==> config.mk <==
export PLATFORM = sky130hd
export DESIGN_NAME = config_line_tokenizer_core_flat
export DESIGN_NICKNAME = d
export VERILOG_FILES = /design/src/sv/clt_pkg.sv /design/src/sv/clt_in_if.sv /design/src/sv/clt_out_if.sv /design/src/sv/clt_datapath.sv /design/src/sv/clt_ctrl.sv /design/src/sv/config_line_tokenizer_core.sv /design/src/flat_wrapper.sv
export SDC_FILE = /design/constraint.sdc
export NUM_CORES = 1
export LEC_CHECK = 0
export BUFFER_PORTS_ARGS = -buffer_cell sky130_fd_sc_hd__buf_4
export CAP_MARGIN = 20
export CORE_UTILIZATION = 32
export DETAILED_ROUTE_END_ITERATION = 10
export GPL_TIMING_DRIVEN = 0
export PLACE_DENSITY_LB_ADDON = 0.3
export SYNTH_ARGS = -nofsm -noshare
export SYNTH_HDL_FRONTEND = slang
export SYNTH_SLANG_ARGS = --single-unit
==> constraint.sdc <==
create_clock -name clk -period 4.12 [get_ports clk]
set_input_delay 0.618 -clock clk [delete_from_list [all_inputs] [get_ports clk]]
set_output_delay 0.618 -clock clk [all_outputs]
set_load 0.05 [all_outputs]
==> src/sv/clt_pkg.sv <==
package clt_pkg;

  localparam int unsigned HOLD_DEPTH_DEF = 16;

  localparam logic OP_CHAR = 1'b0;
  localparam logic OP_EOL  = 1'b1;

  localparam logic [1:0] KIND_KEY    = 2'd0;
  localparam logic [1:0] KIND_VALUE  = 2'd1;
  localparam logic [1:0] KIND_STATUS = 2'd2;

  localparam logic [1:0] LS_OK       = 2'd0;
  localparam logic [1:0] LS_UNTERM   = 2'd1;
  localparam logic [1:0] LS_EXTRA    = 2'd2;
  localparam logic [1:0] LS_OVERFLOW = 2'd3;

  localparam logic [7:0] CH_HASH  = 8'h23;
  localparam logic [7:0] CH_DQ    = 8'h22;
  localparam logic [7:0] CH_SQ    = 8'h27;
  localparam logic [7:0] CH_BSL   = 8'h5C;
  localparam logic [7:0] CH_SPACE = 8'h20;
  localparam logic [7:0] CH_BS    = 8'h08;
  localparam logic [7:0] CH_NUL   = 8'h00;

  typedef enum logic [8:0] {
    ST_PRE_KEY   = 9'b000000001,
    ST_KEY       = 9'b000000010,
    ST_AFTER_KEY = 9'b000000100,
    ST_UNQUOTED  = 9'b000001000,
    ST_QUOTED    = 9'b000010000,
    ST_AFTER_VAL = 9'b000100000,
    ST_ERROR     = 9'b001000000,
    ST_COMMENT   = 9'b010000000,
    ST_FLUSH     = 9'b100000000
  } state_t;

  typedef enum logic [2:0] {
    SEL_RAW    = 3'd0,
    SEL_ESC    = 3'd1,
    SEL_STATUS = 3'd2,
    SEL_HELD   = 3'd3,
    SEL_PEND   = 3'd4
  } emit_sel_t;

  typedef struct packed {
    logic      emit;
    emit_sel_t sel;
    logic [1:0] kind;
    logic [1:0] status;
    logic      last;
    logic      push_hold;
    logic      set_ovf;
    logic      vb_set;
    logic      vb_clr;
    logic      set_quote;
    logic      load_pend;
    logic      flush_step;
    logic      line_clear;
  } dp_cmd_t;

  typedef struct packed {
    logic is_ws;
    logic is_trim;
    logic is_hash;
    logic is_quote;
    logic is_bslash;
    logic is_close;
    logic esc_keep;
    logic value_begun;
    logic held_any;
    logic hold_full;
    logic flush_done;
    logic overflow;
    logic out_free;
  } dp_stat_t;

  function automatic logic is_ws(input logic [7:0] c);
    return (c == CH_SPACE) || (c inside {[8'h09:8'h0D]});
  endfunction

  function automatic logic is_trim(input logic [7:0] c);
    return is_ws(c) || (c == CH_BS);
  endfunction

  // {keep, decoded byte}
  function automatic logic [8:0] esc_decode(input logic [7:0] c);
    logic [8:0] r;
    case (c)
      CH_SQ, CH_DQ, CH_BSL: r = {1'b1, c};
      8'h74:   r = {1'b1, 8'h09};
      8'h72:   r = {1'b1, 8'h0D};
      8'h6E:   r = {1'b1, 8'h0A};
      8'h76:   r = {1'b1, 8'h0B};
      8'h66:   r = {1'b1, 8'h0C};
      8'h62:   r = {1'b1, 8'h08};
      default: r = {1'b0, CH_NUL};
    endcase
    return r;
  endfunction

endpackage

==> src/sv/clt_in_if.sv <==
interface clt_in_if;
  logic       valid;
  logic       ready;
  logic       opcode;
  logic [7:0] char_code;

  modport source (output valid, output opcode, output char_code, input ready);
  modport sink   (input valid, input opcode, input char_code, output ready);
endinterface

==> src/sv/clt_out_if.sv <==
interface clt_out_if;
  logic       valid;
  logic       ready;
  logic [1:0] item_kind;
  logic [7:0] out_char;
  logic [1:0] line_status;
  logic       last;

  modport source (output valid, output item_kind, output out_char, output line_status,
                  output last, input ready);
  modport sink   (input valid, input item_kind, input out_char, input line_status,
                  input last, output ready);
endinterface

==> src/sv/clt_datapath.sv <==
module clt_datapath #(
  parameter int unsigned HOLD_DEPTH = clt_pkg::HOLD_DEPTH_DEF
) (
  input  logic              clk,
  input  logic              rst_n,
  input  logic [7:0]        in_char,
  input  clt_pkg::dp_cmd_t  cmd,
  output clt_pkg::dp_stat_t stat,
  clt_out_if.source         out_word
);

  localparam int unsigned CW = $clog2(HOLD_DEPTH + 1);
  localparam int unsigned IW = (HOLD_DEPTH > 1) ? $clog2(HOLD_DEPTH) : 1;

  logic [7:0]    hold_mem [HOLD_DEPTH];
  logic [CW-1:0] held_count_r, held_count_nxt;
  logic [CW-1:0] flush_idx_r, flush_idx_nxt;
  logic          ovf_r, ovf_nxt;
  logic          vb_r, vb_nxt;
  logic          quote_sq_r, quote_sq_nxt;
  logic [7:0]    pend_r;
  logic          out_valid_r;
  logic [1:0]    kind_r;
  logic [7:0]    char_r;
  logic [1:0]    status_r;
  logic          last_r;
  logic [8:0]    esc;
  logic [7:0]    held_rd_r;
  logic [7:0]    emit_char;

  assign esc = clt_pkg::esc_decode(in_char);

  always_comb begin
    stat.is_ws       = clt_pkg::is_ws(in_char);
    stat.is_trim     = clt_pkg::is_trim(in_char);
    stat.is_hash     = (in_char == clt_pkg::CH_HASH);
    stat.is_quote    = (in_char == clt_pkg::CH_DQ) || (in_char == clt_pkg::CH_SQ);
    stat.is_bslash   = (in_char == clt_pkg::CH_BSL);
    stat.is_close    = (in_char == (quote_sq_r ? clt_pkg::CH_SQ : clt_pkg::CH_DQ));
    stat.esc_keep    = esc[8];
    stat.value_begun = vb_r;
    stat.held_any    = (held_count_r != '0);
    stat.hold_full   = (held_count_r == CW'(HOLD_DEPTH));
    stat.flush_done  = (flush_idx_r == held_count_r);
    stat.overflow    = ovf_r;
    stat.out_free    = !out_valid_r || out_word.ready;
  end

  always_comb begin
    held_count_nxt = held_count_r;
    flush_idx_nxt  = flush_idx_r;
    ovf_nxt        = ovf_r;
    vb_nxt         = vb_r;
    quote_sq_nxt   = quote_sq_r;
    if (cmd.push_hold) begin
      held_count_nxt = held_count_r + CW'(1);
    end
    if (cmd.set_ovf) begin
      ovf_nxt = 1'b1;
    end
    if (cmd.vb_clr) begin
      vb_nxt = 1'b0;
    end
    if (cmd.vb_set) begin
      vb_nxt = 1'b1;
    end
    if (cmd.set_quote) begin
      quote_sq_nxt = (in_char == clt_pkg::CH_SQ);
    end
    if (cmd.flush_step) begin
      if (stat.flush_done) begin
        flush_idx_nxt  = '0;
        held_count_nxt = '0;
      end else begin
        flush_idx_nxt = flush_idx_r + CW'(1);
      end
    end
    if (cmd.line_clear) begin
      held_count_nxt = '0;
      flush_idx_nxt  = '0;
      ovf_nxt        = 1'b0;
      vb_nxt         = 1'b0;
      quote_sq_nxt   = 1'b0;
    end
  end

  always_comb begin
    case (cmd.sel)
      clt_pkg::SEL_RAW:    emit_char = in_char;
      clt_pkg::SEL_ESC:    emit_char = esc[7:0];
      clt_pkg::SEL_HELD:   emit_char = held_rd_r;
      clt_pkg::SEL_PEND:   emit_char = pend_r;
      default:             emit_char = clt_pkg::CH_NUL;
    endcase
  end

  always_ff @(posedge clk) begin
    if (!rst_n) begin
      held_count_r <= '0;
      flush_idx_r  <= '0;
      ovf_r        <= 1'b0;
      vb_r         <= 1'b0;
      quote_sq_r   <= 1'b0;
      out_valid_r  <= 1'b0;
    end else begin
      held_count_r <= held_count_nxt;
      flush_idx_r  <= flush_idx_nxt;
      ovf_r        <= ovf_nxt;
      vb_r         <= vb_nxt;
      quote_sq_r   <= quote_sq_nxt;
      if (cmd.emit) begin
        out_valid_r <= 1'b1;
      end else if (out_word.ready) begin
        out_valid_r <= 1'b0;
      end
    end
  end

  // read ahead: entry for next cycle's flush index
  always_ff @(posedge clk) begin
    if (cmd.push_hold) begin
      hold_mem[held_count_r[IW-1:0]] <= in_char;
    end
    held_rd_r <= hold_mem[flush_idx_nxt[IW-1:0]];
    if (cmd.load_pend) begin
      pend_r <= in_char;
    end
    if (cmd.emit) begin
      kind_r   <= cmd.kind;
      char_r   <= emit_char;
      status_r <= cmd.status;
      last_r   <= cmd.last;
    end
  end

  assign out_word.valid       = out_valid_r;
  assign out_word.item_kind   = kind_r;
  assign out_word.out_char    = char_r;
  assign out_word.line_status = status_r;
  assign out_word.last        = last_r;

endmodule

==> src/sv/clt_ctrl.sv <==
module clt_ctrl (
  input  logic              clk,
  input  logic              rst_n,
  input  clt_pkg::dp_stat_t stat,
  output clt_pkg::dp_cmd_t  cmd,
  clt_in_if.sink            in_word
);

  clt_pkg::state_t state_r, state_nxt;
  logic            accept;

  assign in_word.ready = (state_r != clt_pkg::ST_FLUSH) && stat.out_free;
  assign accept        = in_word.valid && in_word.ready;

  always_comb begin
    state_nxt      = state_r;
    cmd            = '0;
    cmd.sel        = clt_pkg::SEL_RAW;
    cmd.kind       = clt_pkg::KIND_VALUE;
    cmd.status     = clt_pkg::LS_OK;
    cmd.last       = 1'b1;

    if (state_r == clt_pkg::ST_FLUSH) begin
      if (stat.out_free) begin
        cmd.emit       = 1'b1;
        cmd.flush_step = 1'b1;
        if (stat.flush_done) begin
          cmd.sel    = clt_pkg::SEL_PEND;
          cmd.vb_set = 1'b1;
          state_nxt  = clt_pkg::ST_UNQUOTED;
        end else begin
          cmd.sel  = clt_pkg::SEL_HELD;
          cmd.last = 1'b0;
        end
      end
    end else if (accept && (in_word.opcode == clt_pkg::OP_EOL)) begin
      cmd.emit       = 1'b1;
      cmd.sel        = clt_pkg::SEL_STATUS;
      cmd.kind       = clt_pkg::KIND_STATUS;
      cmd.line_clear = 1'b1;
      if (state_r == clt_pkg::ST_QUOTED) begin
        cmd.status = clt_pkg::LS_UNTERM;
      end else if (state_r == clt_pkg::ST_ERROR) begin
        cmd.status = clt_pkg::LS_EXTRA;
      end else if (stat.overflow) begin
        cmd.status = clt_pkg::LS_OVERFLOW;
      end
      state_nxt = clt_pkg::ST_PRE_KEY;
    end else if (accept) begin
      case (state_r)
        clt_pkg::ST_PRE_KEY: begin
          if (!stat.is_ws) begin
            if (stat.is_hash) begin
              state_nxt = clt_pkg::ST_COMMENT;
            end else begin
              cmd.emit  = 1'b1;
              cmd.kind  = clt_pkg::KIND_KEY;
              state_nxt = clt_pkg::ST_KEY;
            end
          end
        end
        clt_pkg::ST_KEY: begin
          if (stat.is_ws) begin
            state_nxt = clt_pkg::ST_AFTER_KEY;
          end else if (stat.is_hash) begin
            state_nxt = clt_pkg::ST_COMMENT;
          end else begin
            cmd.emit = 1'b1;
            cmd.kind = clt_pkg::KIND_KEY;
          end
        end
        clt_pkg::ST_AFTER_KEY: begin
          if (!stat.is_ws) begin
            if (stat.is_quote) begin
              cmd.set_quote = 1'b1;
              cmd.vb_clr    = 1'b1;
              state_nxt     = clt_pkg::ST_QUOTED;
            end else if (stat.is_hash) begin
              state_nxt = clt_pkg::ST_COMMENT;
            end else begin
              cmd.vb_clr = 1'b1;
              state_nxt  = clt_pkg::ST_UNQUOTED;
              if (!stat.is_trim) begin
                cmd.emit   = 1'b1;
                cmd.vb_set = 1'b1;
              end
            end
          end
        end
        clt_pkg::ST_UNQUOTED: begin
          if (stat.is_hash) begin
            state_nxt = clt_pkg::ST_COMMENT;
          end else if (stat.is_trim) begin
            if (stat.value_begun) begin
              if (stat.hold_full) begin
                cmd.set_ovf = 1'b1;
              end else begin
                cmd.push_hold = 1'b1;
              end
            end
          end else if (stat.held_any) begin
            cmd.load_pend = 1'b1;
            state_nxt     = clt_pkg::ST_FLUSH;
          end else begin
            cmd.emit   = 1'b1;
            cmd.vb_set = 1'b1;
          end
        end
        clt_pkg::ST_QUOTED: begin
          if (stat.value_begun) begin
            cmd.vb_clr = 1'b1;
            if (stat.esc_keep) begin
              cmd.emit = 1'b1;
              cmd.sel  = clt_pkg::SEL_ESC;
            end
          end else if (stat.is_bslash) begin
            cmd.vb_set = 1'b1;
          end else if (stat.is_close) begin
            state_nxt = clt_pkg::ST_AFTER_VAL;
          end else begin
            cmd.emit = 1'b1;
          end
        end
        clt_pkg::ST_AFTER_VAL: begin
          if (!stat.is_ws) begin
            state_nxt = stat.is_hash ? clt_pkg::ST_COMMENT : clt_pkg::ST_ERROR;
          end
        end
        default: begin
        end
      endcase
    end
  end

  always_ff @(posedge clk) begin
    if (!rst_n) begin
      state_r <= clt_pkg::ST_PRE_KEY;
    end else begin
      state_r <= state_nxt;
    end
  end

endmodule

==> src/sv/config_line_tokenizer_core.sv <==
// A directly emitted result word is registered at the edge taking its input word.
// Throughput: one input word per cycle while output is drained and no flush runs;
//   a non-trim byte releasing held trim bytes follows them out while input stalls.
// The single output register sets the pace: input stalls while it is full and held.
// Reset: synchronous active-low rst_n returns the parser to before-key, clears flags,
//   hold count and output valid; hold buffer contents are not cleared.
module config_line_tokenizer_core #(
  parameter int unsigned HOLD_DEPTH = clt_pkg::HOLD_DEPTH_DEF
) (
  input  logic      clk,
  input  logic      rst_n,
  clt_in_if.sink    in_word,
  clt_out_if.source out_word
);

  clt_pkg::dp_cmd_t  cmd;
  clt_pkg::dp_stat_t stat;

  clt_ctrl u_ctrl (
    .clk     (clk),
    .rst_n   (rst_n),
    .stat    (stat),
    .cmd     (cmd),
    .in_word (in_word)
  );

  clt_datapath #(
    .HOLD_DEPTH (HOLD_DEPTH)
  ) u_datapath (
    .clk      (clk),
    .rst_n    (rst_n),
    .in_char  (in_word.char_code),
    .cmd      (cmd),
    .stat     (stat),
    .out_word (out_word)
  );

endmodule
==> src/flat_wrapper.sv <==
// flat-port wrapper written by rule: the top's interface ports become plain ports
module config_line_tokenizer_core_flat 
#(
  parameter int unsigned HOLD_DEPTH = clt_pkg::HOLD_DEPTH_DEF
)
  (clk, rst_n, in_word_valid, in_word_opcode, in_word_char_code, in_word_ready, out_word_valid, out_word_item_kind, out_word_out_char, out_word_line_status, out_word_last, out_word_ready);
  clt_in_if in_word_i ();
  clt_out_if out_word_i ();
  input  logic clk;
  input  logic rst_n;
  input wire logic [$bits(in_word_i.valid)-1:0] in_word_valid;
  input wire logic [$bits(in_word_i.opcode)-1:0] in_word_opcode;
  input wire logic [$bits(in_word_i.char_code)-1:0] in_word_char_code;
  output wire logic [$bits(in_word_i.ready)-1:0] in_word_ready;
  output wire logic [$bits(out_word_i.valid)-1:0] out_word_valid;
  output wire logic [$bits(out_word_i.item_kind)-1:0] out_word_item_kind;
  output wire logic [$bits(out_word_i.out_char)-1:0] out_word_out_char;
  output wire logic [$bits(out_word_i.line_status)-1:0] out_word_line_status;
  output wire logic [$bits(out_word_i.last)-1:0] out_word_last;
  input wire logic [$bits(out_word_i.ready)-1:0] out_word_ready;
  assign in_word_i.valid = in_word_valid;
  assign in_word_i.opcode = in_word_opcode;
  assign in_word_i.char_code = in_word_char_code;
  assign in_word_ready = in_word_i.ready;
  assign out_word_valid = out_word_i.valid;
  assign out_word_item_kind = out_word_i.item_kind;
  assign out_word_out_char = out_word_i.out_char;
  assign out_word_line_status = out_word_i.line_status;
  assign out_word_last = out_word_i.last;
  assign out_word_i.ready = out_word_ready;
  config_line_tokenizer_core #(.HOLD_DEPTH(HOLD_DEPTH)) u_core (.clk(clk), .rst_n(rst_n), .in_word(in_word_i), .out_word(out_word_i));
endmodule
==> results.md <==
* Sequential area share after synthesis at 63.8%
* Post-route insts no fill at 993
* Drt first-iter violations at 416
* Tightest Hold Check Type: reg -> reg
* DIE HEIGHT at 160 um
* Synth Instances at 610
* Area occupied by multi-input gates at 2660 um2
* Mapped Area at 7980 um2
* Slew Viols, Final at 0
* Cell variety after synth at 58
* Final nets at 674
* DR vias at 5,118
* Max-Cap Viols at 0
* Die Footprint at 25,600 um2
* Dpl hpwl at 13,100 um
* Peak Freq at 0.256 GHz
* Leakage at 0.00292 uW
* Setup Crit Path Kind: reg -> reg
* Vias in the first global route at 5,024
* Period minus WS final at 3.90 ns
* Syn Nets at 628
* Final period utilization at 94.7%
* Status: complete, no violations
* Post-route ant nets at 0
* Crit path DAT at 4.18 ns
* TritonCTS clock tree: yes
* Setup violators final at 0
* Yosys warns at 0
* Gr usage total at 14.9%
* Synth Area in Adders at 0.784%
* Slew HR at 35.0%
* Final setup TNS at 0 ns
* Htree depth at 4
* VDD IR max at 0.260 mV
* Filler Cell Count at 2,350
* Actual slew at the worst max-slew pin at 0.967 ns
* Drc violations at 0
* Clk_lat worst skew at 0.43 ns
* I/O pins at 28
* CP Capture Type: flop
* Per-cell routed wire length at 18.8 um
* CP max FO at 10
* Antenna fix cells at 0
* Critical Path RT at 4.40 ns
* TritonCTS Buffers at 17
* Core Box Area at 24,400 um2
* Routability congestion estimate at 0.881
* Synth area leader: edfxtp_1
* Clock-pin transition on the worst setup and hold timing paths at 0.07 ns
* Drt pass-1 iters at 4
* Post-route cell area at 9270 um2
* Clock tree buffer depth at 2
* Placed cell count at 960
* Global-route wire length before repair at 28,900 um
* Port bufs at 26
* Syn avg cell area at 13.1 um2
* Rows at 57
* Synth top area share at 56.0%
* Post-synth EDFFs at 149
* Synth top area cells: edfxtp_1 56%, mux2i_1 9.5%, dfxtp_1 7.8%
* Sequential Area at 5090 um2
* PD cells at 437 nW/um2
* Clk sinks at 180
* Layout cells sized above 1 at 12.7%
* Clock Tree Root: clkbuf_16
* Syn-to-layout area delta at 16.1%
* Initial Utilization at 32.7%
* Drt total wl at 18,700 um
* Synth Area in Compound Gates at 8.26%
* Largest family of logic cells by synthesized area: simple AND/OR/NAND/NOR gates
* Most used DFF post-synth: edfxtp_1
* Final global-route overflow total at 0
* Vias per inst at 5.15
* Die X at 160 um
* Mux cell area share after synthesis at 9.95%
* Synth Area in XOR/XNOR at 2.30%
* Commonest non-fill, non-tap cells in the layout: 149 x edfxtp_1, 76 x mux2i_1, 45 x nor2_1
* Synth Area in Simple Gates at 12.0%
* Commonest non-fill, non-tap cell in the layout: edfxtp_1
* Final Hold Fails at 0
* RSZ-0062 raised after global routing: false
* Critical Path Start Type: flop
* Clk_skew at 0.0138 ns
* Antenna violations before repair at 0
* Placed cell area at 8580 um2
* FFs w/ async S/R, synth at 0%
* Synthesis-stage register bit count at 180
* Largest net degree at the start of global routing at 27
cell families after synthesis:
group,count (synthesis)
adders and majority gates,5
AOI/OAI and AO/OA,102
DFF,180
muxes,79
xor gates and xnor gates,21
buffers and inverters,47
and+or+nand+nor,176
routing by layer:
layer	vias to the layer above	GRT usage, %	share of wire (%)
li1	2439	-	-
met1	2534	19.8	46
met2	123	24.8	49
met3	22	2.60	3.8
met4	0	4.89	1.8
met5	-	0	0
area by class of cell:
class / count / area share, %
Tap cell: 324 / 4.37
Clock inverter: 15 / 2.52
Inverter: 14 / 0.567
Sequential cell: 180 / 55.0
Timing Repair Buffer: 27 / 2.32
Clock buffer: 17 / 4.59
Multi-Input combinational cell: 383 / 28.7
Buffer: 33 / 1.94
where the power goes:
group / internal, uW / leakage [uW] / switching (uW)
clock: 1040 / 0.000316 / 731
combinational: 82.9 / 0.00101 / 194
sequential: 1990 / 0.00160 / 7.33
total: 3120 / 0.00292 / 933
Yosys cell counts, types with 5 or more instances:
cell type  number
buf_6           7
clkbuf_1       23
nand2_1        33
nand2b_1        5
inv_1          14
edfxtp_1      149
nor3_1          8
mux2i_1        76
dfxtp_1        31
nand3b_1        6
ha_1            5
and3_1          9
o22ai_1        33
nand3_1        20
nand4_1         7
a21oi_1        12
nor4_1          7
o21ai_0        22
o31ai_1         5
or4_1          11
xor2_1         10
xnor2_1        11
nor2_1         45
flip-flops by register name, indices dropped and copies added (netlist names):
register,cells
u_core.u_datapath.flush_idx_r,5
u_core.u_datapath.out_word.item_kind,2
u_core.u_datapath.pend_r,8
u_core.u_datapath.quote_sq_r,1
u_core.u_datapath.out_word.out_char,8
u_core.u_datapath.held_count_r,5
u_core.u_datapath.hold_mem,128
u_core.u_datapath.held_rd_r,8
u_core.u_ctrl.state_r,9
u_core.u_datapath.out_word.last,1
u_core.u_datapath.out_word.valid,1
u_core.u_datapath.vb_r,1
u_core.u_datapath.ovf_r,1
u_core.u_datapath.out_word.line_status,2
metrics by stage:
stage                     worst slack, ns  power (uW)  hold WS, ns  util (%)
final                               0.220        4050        0.491      38.0
after global routing               0.0609        4170        0.507      38.0
after CTS                           0.208        4070        0.493      37.9
after detailed placement           -0.442        2310        0.484      35.2
after global placement             -0.367        2310        0.473      35.2
after floorplan                     0.567        2210        0.455         -
timing repair:
action | 4_1_cts | 5_1_grt
endpoints found under the setup margin | 13 | 13
pin swaps | 0 | 1
buffers inserted | 0 | 1
endpoints found under the hold margin | 0 | 0
resized for setup | 1 | 0
hold buffers | 0 | 0
worst paths after layout:
kind	from	endpoint	slack, ns	depth (start not counted)
max	u_core.u_ctrl.state_r[2]	u_core.u_datapath.held_rd_r[2]	0.22	12
min	u_core.u_datapath.quote_sq_r	u_core.u_datapath.quote_sq_r	0.49	2
max reg2reg	u_core.u_ctrl.state_r[2]	u_core.u_datapath.held_rd_r[2]	0.22	12
min reg2reg	u_core.u_datapath.quote_sq_r	u_core.u_datapath.quote_sq_r	0.49	2
critical path, stage by stage, from the launching register on:
cell	delay [ns]
dfxtp_1	0.30
clkbuf_1	0.17
or4_1	0.49
buf_2	0.20
o311a_1	0.39
nand2_1	0.27
inv_1	0.23
a21oi_2	0.17
buf_6	0.20
buf_2	0.33
mux2i_1	0.33
o22ai_1	0.18
or4_1	0.47
No activity file was read; power rests on OpenSTA's default activity.
